File: src/hw/rtl/thumbdec_pkg.sv
// ---------------------------------------------------------------------------
// thumbdec_pkg
// Shared types and format codes for the Thumb instruction decoder.
// ---------------------------------------------------------------------------
package thumbdec_pkg;

    localparam int InWidth  = 64;
    localparam int OutWidth = 80;

    localparam logic [4:0] FMT_NONE    = 5'd0;
    localparam logic [4:0] FMT_ADD_SP  = 5'd1;
    localparam logic [4:0] FMT_SWI     = 5'd2;
    localparam logic [4:0] FMT_ALU     = 5'd3;
    localparam logic [4:0] FMT_HIREG   = 5'd4;
    localparam logic [4:0] FMT_PUSHPOP = 5'd5;
    localparam logic [4:0] FMT_ADDSUB  = 5'd6;
    localparam logic [4:0] FMT_LDR_PC  = 5'd7;
    localparam logic [4:0] FMT_LS_REG  = 5'd8;
    localparam logic [4:0] FMT_LS_SGN  = 5'd9;
    localparam logic [4:0] FMT_B       = 5'd10;
    localparam logic [4:0] FMT_LS_HALF = 5'd11;
    localparam logic [4:0] FMT_LS_SP   = 5'd12;
    localparam logic [4:0] FMT_ADR     = 5'd13;
    localparam logic [4:0] FMT_LDM     = 5'd14;
    localparam logic [4:0] FMT_BCOND   = 5'd15;
    localparam logic [4:0] FMT_BL      = 5'd16;
    localparam logic [4:0] FMT_SHIFT   = 5'd17;
    localparam logic [4:0] FMT_IMM8    = 5'd18;
    localparam logic [4:0] FMT_LS_IMM  = 5'd19;

    localparam logic [1:0] HIOP_BX   = 2'd3;
    localparam logic [3:0] COND_NV   = 4'hE;
    localparam logic [2:0] LEN_SHORT = 3'd2;
    localparam logic [2:0] LEN_LONG  = 3'd4;
    localparam logic [3:0] REG_SP    = 4'd13;
    localparam logic [4:0] BL_SUFFIX = 5'h1F;

    typedef struct packed {
        logic        mode_switch;
        logic [2:0]  length_bytes;
        logic [31:0] target;
        logic [8:0]  reg_list;
        logic [9:0]  imm_value;
        logic [2:0]  reg_o;
        logic [3:0]  reg_s;
        logic [3:0]  reg_d;
        logic [3:0]  sub_op;
        logic [4:0]  format_code;
        logic        valid_res;
    } dec_res_t;

endpackage

File: src/hw/rtl/thumbdec_decode.sv
// ---------------------------------------------------------------------------
// thumbdec_decode
// Format classification, field extraction and branch target for one instruction (a halfword or a BL pair).
// ---------------------------------------------------------------------------
module thumbdec_decode (
    input  logic [31:0]            instr_pair,
    input  logic [31:0]            pc_value,
    output thumbdec_pkg::dec_res_t res
);
    import thumbdec_pkg::*;

    logic [15:0] h;
    logic [15:0] nx;
    logic [7:0]  hb;
    logic        ok;
    logic        tgt_en;
    logic [31:0] off;
    dec_res_t    r;

    assign h   = instr_pair[15:0];
    assign nx  = instr_pair[31:16];
    assign hb  = h[15:8];

    always_comb begin
        r              = '0;
        r.length_bytes = LEN_SHORT;
        ok             = 1'b1;
        tgt_en         = 1'b0;
        off            = '0;
        if (hb == 8'hB0) begin
            r.format_code = FMT_ADD_SP;
            r.sub_op      = {3'b0, h[7]};
            r.reg_d       = REG_SP;
            r.imm_value   = {1'b0, h[6:0], 2'b0};
        end else if (hb == 8'hDF) begin
            r.format_code = FMT_SWI;
            r.imm_value   = {2'b0, h[7:0]};
        end else if ((hb & 8'hFC) == 8'h40) begin
            r.format_code = FMT_ALU;
            r.sub_op      = h[9:6];
            r.reg_s       = {1'b0, h[5:3]};
            r.reg_d       = {1'b0, h[2:0]};
        end else if ((hb & 8'hFC) == 8'h44) begin
            r.format_code = FMT_HIREG;
            r.sub_op      = {2'b0, h[9:8]};
            r.reg_s       = {h[6], h[5:3]};
            if (h[9:8] == HIOP_BX) begin
                if (h[7]) begin
                    ok = 1'b0;
                end else begin
                    r.mode_switch = 1'b1;
                end
            end else begin
                if (!h[7] && !h[6]) begin
                    ok = 1'b0;
                end
                r.reg_d = {h[7], h[2:0]};
            end
        end else if ((hb & 8'hF6) == 8'hB4) begin
            r.format_code = FMT_PUSHPOP;
            r.sub_op      = {3'b0, h[11]};
            r.reg_d       = REG_SP;
            r.reg_list    = h[8:0];
        end else if ((hb & 8'hF8) == 8'h18) begin
            r.format_code = FMT_ADDSUB;
            r.sub_op      = {2'b0, h[10:9]};
            r.reg_s       = {1'b0, h[5:3]};
            r.reg_d       = {1'b0, h[2:0]};
            if (h[10]) begin
                r.imm_value = {7'b0, h[8:6]};
            end else begin
                r.reg_o = h[8:6];
            end
        end else if ((hb & 8'hF8) == 8'h48) begin
            r.format_code = FMT_LDR_PC;
            r.reg_d       = {1'b0, h[10:8]};
            r.imm_value   = {h[7:0], 2'b0};
        end else if ((hb & 8'hF2) == 8'h50 || (hb & 8'hF2) == 8'h52) begin
            r.format_code = h[9] ? FMT_LS_SGN : FMT_LS_REG;
            r.sub_op      = {2'b0, h[11:10]};
            r.reg_o       = h[8:6];
            r.reg_s       = {1'b0, h[5:3]};
            r.reg_d       = {1'b0, h[2:0]};
        end else if ((hb & 8'hF8) == 8'hE0) begin
            r.format_code = FMT_B;
            tgt_en        = 1'b1;
            off           = {{20{h[10]}}, h[10:0], 1'b0};
        end else if ((hb & 8'hF0) == 8'h80) begin
            r.format_code = FMT_LS_HALF;
            r.sub_op      = {3'b0, h[11]};
            r.imm_value   = {4'b0, h[10:6], 1'b0};
            r.reg_s       = {1'b0, h[5:3]};
            r.reg_d       = {1'b0, h[2:0]};
        end else if ((hb & 8'hF0) == 8'h90) begin
            r.format_code = FMT_LS_SP;
            r.sub_op      = {3'b0, h[11]};
            r.reg_d       = {1'b0, h[10:8]};
            r.imm_value   = {h[7:0], 2'b0};
        end else if ((hb & 8'hF0) == 8'hA0) begin
            r.format_code = FMT_ADR;
            r.sub_op      = {3'b0, h[11]};
            r.reg_d       = {1'b0, h[10:8]};
            r.imm_value   = {h[7:0], 2'b0};
            tgt_en        = !h[11];
            off           = {22'b0, h[7:0], 2'b0};
        end else if ((hb & 8'hF0) == 8'hC0) begin
            r.format_code = FMT_LDM;
            r.sub_op      = {3'b0, h[11]};
            r.reg_d       = {1'b0, h[10:8]};
            r.reg_list    = {1'b0, h[7:0]};
        end else if ((hb & 8'hF0) == 8'hD0) begin
            r.format_code = FMT_BCOND;
            r.sub_op      = h[11:8];
            if (h[11:8] == COND_NV) begin
                ok = 1'b0;
            end else begin
                tgt_en = 1'b1;
                off    = {{23{h[7]}}, h[7:0], 1'b0};
            end
        end else if ((hb & 8'hF0) == 8'hF0) begin
            r.format_code = FMT_BL;
            if (h[11] || nx[15:11] != BL_SUFFIX) begin
                ok = 1'b0;
            end else begin
                tgt_en         = 1'b1;
                off            = {{9{h[10]}}, h[10:0], nx[10:0], 1'b0};
                r.length_bytes = LEN_LONG;
            end
        end else if ((hb & 8'hE0) == 8'h00) begin
            r.format_code = FMT_SHIFT;
            r.sub_op      = {2'b0, h[12:11]};
            r.imm_value   = {5'b0, h[10:6]};
            r.reg_s       = {1'b0, h[5:3]};
            r.reg_d       = {1'b0, h[2:0]};
        end else if ((hb & 8'hE0) == 8'h20) begin
            r.format_code = FMT_IMM8;
            r.sub_op      = {2'b0, h[12:11]};
            r.reg_d       = {1'b0, h[10:8]};
            r.imm_value   = {2'b0, h[7:0]};
        end else if ((hb & 8'hE0) == 8'h60) begin
            r.format_code = FMT_LS_IMM;
            r.sub_op      = {2'b0, h[12:11]};
            r.imm_value   = h[12] ? {5'b0, h[10:6]} : {3'b0, h[10:6], 2'b0};
            r.reg_s       = {1'b0, h[5:3]};
            r.reg_d       = {1'b0, h[2:0]};
        end else begin
            ok = 1'b0;
        end

        if (tgt_en) begin
            r.target = pc_value + 32'd4 + off;
        end
        if (!ok) begin
            r              = '0;
            r.format_code  = FMT_NONE;
            r.length_bytes = LEN_SHORT;
        end
        r.valid_res = ok;
        res         = r;
    end

endmodule

File: src/hw/rtl/thumb_instruction_decoder_top.sv
// ---------------------------------------------------------------------------
// thumb_instruction_decoder_top
// Streaming ARMv4T Thumb decoder: input register, decode, result register.
// ---------------------------------------------------------------------------
// Each request carries a halfword pair and its PC and yields one result via the
// input register, the decode and branch-target adder, and the result register.
// One request is taken per clock while s_tready is high; the two registers form
// a two-stage pipeline and, once both are full, hold while m_tready is low.
module thumb_instruction_decoder_top (
    input  logic        aclk,
    input  logic        aresetn,
    input  logic        s_tvalid,
    output logic        s_tready,
    input  logic [63:0] s_tdata,   // instr_pair[31:0], pc_value[63:32]
    output logic        m_tvalid,
    input  logic        m_tready,
    output logic [79:0] m_tdata    // valid_res[0], format_code[5:1], sub_op[9:6],
                                   // reg_d[13:10], reg_s[17:14], reg_o[20:18],
                                   // imm_value[30:21], reg_list[39:31],
                                   // target[71:40], length_bytes[74:72],
                                   // mode_switch[75], zero pad[79:76]
);
    import thumbdec_pkg::*;

    logic              in_valid_reg;
    logic              in_valid_next;
    logic [InWidth-1:0] in_data_reg;
    logic              out_valid_reg;
    logic              out_valid_next;
    dec_res_t          out_res_reg;
    dec_res_t          dec_res;
    logic              out_open;
    logic              advance;

    assign out_open = !out_valid_reg || m_tready;
    assign advance  = in_valid_reg && out_open;
    assign s_tready = !in_valid_reg || out_open;

    assign in_valid_next  = s_tready ? s_tvalid : in_valid_reg;
    assign out_valid_next = out_open ? in_valid_reg : out_valid_reg;

    thumbdec_decode u_decode (
        .instr_pair (in_data_reg[31:0]),
        .pc_value   (in_data_reg[63:32]),
        .res        (dec_res)
    );

    always_ff @(posedge aclk) begin
        if (!aresetn) begin
            in_valid_reg  <= 1'b0;
            out_valid_reg <= 1'b0;
        end else begin
            in_valid_reg  <= in_valid_next;
            out_valid_reg <= out_valid_next;
        end
    end

    always_ff @(posedge aclk) begin
        if (s_tready && s_tvalid) begin
            in_data_reg <= s_tdata;
        end
        if (advance) begin
            out_res_reg <= dec_res;
        end
    end

    assign m_tvalid = out_valid_reg;
    assign m_tdata  = {(OutWidth - $bits(dec_res_t))'(0), out_res_reg};

`ifndef SYNTH
    a_invalid_clean: assert property (@(posedge aclk) disable iff (!aresetn)
        m_tvalid && !m_tdata[0] |-> m_tdata[5:1] == FMT_NONE && m_tdata[74:72] == LEN_SHORT)
        else $error("invalid result carries a format or length");

    a_long_is_bl: assert property (@(posedge aclk) disable iff (!aresetn)
        m_tvalid && m_tdata[74:72] == LEN_LONG |-> m_tdata[5:1] == FMT_BL)
        else $error("four-byte length outside a BL pair");

    a_bx_fmt: assert property (@(posedge aclk) disable iff (!aresetn)
        m_tvalid && m_tdata[75] |-> m_tdata[5:1] == FMT_HIREG && m_tdata[0])
        else $error("mode switch outside a valid BX");

    a_advance: assert property (@(posedge aclk) disable iff (!aresetn)
        advance |=> m_tvalid)
        else $error("decoded request lost before the result register");
`endif

endmodule
File: config.mk
export PLATFORM = sky130hd
export DESIGN_NAME = thumb_instruction_decoder_top
export DESIGN_NICKNAME = d
export VERILOG_FILES = /design/src/hw/rtl/thumbdec_pkg.sv /design/src/hw/rtl/thumbdec_decode.sv /design/src/hw/rtl/thumb_instruction_decoder_top.sv
export SDC_FILE = /design/constraint.sdc
export NUM_CORES = 1
export LEC_CHECK = 0
export BUFFER_PORTS_ARGS = -buffer_cell sky130_fd_sc_hd__buf_2
export CORE_UTILIZATION = 43
export CTS_BUF_LIST = sky130_fd_sc_hd__clkbuf_8
export CTS_CLUSTER_DIAMETER = 100
export DETAILED_ROUTE_END_ITERATION = 6
export PLACE_DENSITY = 0.72
export SYNTH_ARGS = -nofsm -noshare
export SYNTH_HDL_FRONTEND = slang
export SYNTH_SLANG_ARGS = --single-unit
File: constraint.sdc
create_clock -name aclk -period 8.1 [get_ports aclk]
set_input_delay 1.62 -clock aclk [delete_from_list [all_inputs] [get_ports aclk]]
set_output_delay 1.62 -clock aclk [all_outputs]
set_load 0.01 [all_outputs]
==> summary.md <==
| Metric | Value |
|---|---|
| Largest family of logic cells by synthesized area | compound AO/OA/AOI/OAI gates |
| Slew Viols, Final | 0 |
| Diode insertion count for antenna repair | 0 |
| # port buffers | around 140 |
| Placeable core region | between 0.015 and 0.02 mm2 |
| Kind of cell with the highest combined delay on the critical path | simple AND/OR/NAND/NOR gates |
| Detailed Place HPWL | 15100 um |
| List of most frequent post-synthesis cells | 139 x edfxtp_1, 80 x nor2_1, 75 x nand2_1 |
| Final hold vios | 0 |
| Worst path max stage delay | about 0.81 ns |
| Share of async-settable or async-resettable flops after synthesis | 0% |
| Largest net degree at the start of global routing | between 70 and 80 |
| Post-placement setup slack | between 3 and 4 ns |
| Cell taking the most area after synthesis | edfxtp_1 |
| Power density cells | between 150 and 200 mW/mm2 |
| Antenna violations before repair | 0 |
| TritonCTS Sinks | about 140 |
| Quantity of gates resized following cts | 0 |
| Signal arrival time at the worst endpoint | 5.29 ns |
| Critical path type | flop to flop |
| Register area share after synthesis | ~49% |
| Total detailed-routing wirelength | 21900 um |
| Share of the clock period used by the worst path after layout | a little over 60% |
| Clock edge transition at the registers on the reported setup and hold paths | approximately 0.08 ns |
| Via density | roughly 5.7 |
| Overflow left after global routing | 0 |
| Layout filler cell count | 1782 |
| Post-layout min period | ~5.0 ns |
| Max reg flops | 75 |
| Post-synthesis compound-gate area fraction | 19.9% |
| Detailed-route wire length per cell | roughly 18 um |
| Post-Route Utilization | 50.3% |
| Fin worst setup slack | roughly 3 ns |
| Min-delay worst type | flop to flop |
| Total GRT Usage | a little over a fifth |
| Cell type with the highest occurrence count on the critical path | ha_1 |
| Worst slew margin relative to its limit | between 30% and 40% |
| Ports placed on the boundary | 150 |
| Die Span Y | 143 um |
| Synth top area cells | edfxtp_1 49%, ha_1 8.6%, a21oi_1 3.6% |
| Clock latency of the later-clocked register in the worst-skew pair | roughly 0.47 ns |
| Post-Synthesis Cells | 818 |
| Share of layout cells above drive strength 1 | a little over a fifth |
| Worst endpoint required time | 8.37 ns |
| Fin cells | about 1200 |
| DR pass1 iterations | 6 |
| Number of global-route vias before repair | ~6300 |
| NumNets Final | between 1000 and 1500 |
| Number of enable flip-flop cells after synthesis | 139 |
| Final RePlAce weighted congestion | around 0.9 |
| Buffer depth of the longest clock path | 2 |
| DRC errors left | 0 |
| Number of placed instances with taps included | about 1200 |
| P_leak | 4.01 nW |
| CP max FO | 22 |
| Number of buffers created by CTS | 17 |
| TritonCTS clock tree | yes |
| Number of H-tree levels | 4 |
| Outcome | finished, final reports clean |
| Combined area of all synthesized cells | about 0.0086 mm2 |
| Category of the worst setup path launch point | flop |
| Total number of yosys warnings | 0 |
| Hold-fix buffers at CTS | 0 |
| Post-CTS Setup Inserts | 0 |
| Maximum clock rate | 0.199 GHz |
| Total Die Area | between 0.02 and 0.025 mm2 |
| Slew at the pin with the worst max-slew slack | around 1.0 ns |
| Buffering stage count on the worst path with inverters included | 1 |
| Critical path, cell by cell | nand2b_1, nor4_4, inv_2, nand2_1, a222oi_1, nor2_1, ha_1, ha_1, nor2b_1, o31a_1, o211ai_2, nand3_1, a31oi_1, o21ai_0, a21oi_1 |
| Syn-to-layout area delta | 14.5% |
| Area share of xor/xnor cells in the synthesized design | about 1.9% |
| Simple-gate portion of the synthesized area | around 15% |
| Count leader, synth | edfxtp_1 |
| Via count | just under 7000 |
| Cell with the biggest individual delay on the critical path | nor4_4 |
| Critical path endpoint category | flop |
| Worst ir drop on vdd | approximately 0.00012 V |
| Antenna Nets Post-Route | 0 |
| Synthesized area per cell | around 10 um2 |
| Initial Util | approximately 44% |
| Die span in x | about 140 um |
| Mux cell area share after synthesis | 0.467% |
| FP Rows | 51 |
| Count of routing violations after the opening detailed-route iteration | 849 |
| Final Skew | 0.0142 ns |
| Setup TNS Final | 0 ns |
| Library cells used by synthesis | just under 80 |
| Final number of setup-violating endpoints | 0 |
| Global-route wire length before repair | ~33000 um |
| Share of the synthesized area in the top cell type | between 40 and 50% |
| Count of max-cap constraint violations | 0 |
| Dominant register cell in the synthesized netlist | edfxtp_1 |
| Root Buffer | clkbuf_8 |
| Post-synthesis adder-cell area fraction | under 10% |
| Setup repair after global routing missed its margin | no |
| Count of state elements after synthesis | roughly 140 |
==> final timing paths <==
kind | start | endpoint | slack [ns] | cells after the start
max | in_data_reg[11]$_DFFE_PP_ | m_tdata[60]$_SDFFCE_PN0P_ | 3.08 | 15
max reg2reg | in_data_reg[11]$_DFFE_PP_ | m_tdata[60]$_SDFFCE_PN0P_ | 3.08 | 15
min | in_data_reg[32]$_DFFE_PP_ | m_tdata[40]$_SDFFCE_PN0P_ | 0.52 | 1
min reg2reg | in_data_reg[32]$_DFFE_PP_ | m_tdata[40]$_SDFFCE_PN0P_ | 0.52 | 1
==> metal layers <==
layer / GRT usage, % / wire [um] / share of wire, %
met5: 0 / 0 / 0
met2: 32.1 / 9730 / 44
met3: 5.30 / 1760 / 8.1
met1: 29.8 / 9900 / 45
met4: 9.39 / 522 / 2.4
==> logic make-up after synthesis <==
family | after synthesis
fa+ha+maj | 61
compound gates | 247
buf+inv | 79
xor+xnor | 19
other cells | 1
flops | 141
simple gates | 266
mux | 4
==> power by group <==
part / internal (mW) / leakage (nW) / total [mW] / switching [mW]
clock network: 0.308 / 0.210 / 0.582 / 0.274
registers: 0.850 / 1.32 / 0.879 / 0.0288
logic: 0.0999 / 2.48 / 0.261 / 0.161
total: 1.26 / 4.01 / 1.72 / 0.464
==> layout by cell type, fill, tap and decap left out, types with 6 or more instances in the layout <==
master	instances
nand2b_1	7
clkbuf_8	18
a21o_1	10
o21bai_1	6
a22o_1	8
xnor2_1	10
a222oi_1	8
nand4_1	8
o22ai_1	8
nor2_1	80
nor3_1	17
a21oi_1	61
xor2_1	9
and2_1	20
nor2b_1	8
a221oi_1	9
ha_1	59
buf_4	6
nand3_1	19
o21a_1	13
o21ai_1	8
o211ai_1	9
a22oi_1	8
o21ai_0	40
nand2_1	75
a211oi_1	10
o31a_1	6
inv_1	24
buf_2	144
edfxtp_1	139
==> metrics by stage <==
stage	hold WS, ns	instance area, um2	total power [mW]
floorplan	0.477	8580	1.07
global placement	0.501	9410	1.15
detailed placement	0.502	9410	1.15
CTS	0.522	9810	1.73
global route	0.534	9810	1.79
finish	0.523	9810	1.72
==> area by class of cell <==
type | count | area (um2) | share of cell area (%)
repair buffers | 150 | 766 | 7.80
clock buffers | 18 | 248 | 2.52
clock inverters | 14 | 155 | 1.58
multi-input cells | 602 | 4010 | 40.9
well taps | 265 | 332 | 3.38
inverters | 23 | 86.3 | 0.880
flip-flops and latches | 141 | 4210 | 42.9
No activity file was read; power rests on OpenSTA's default activity.
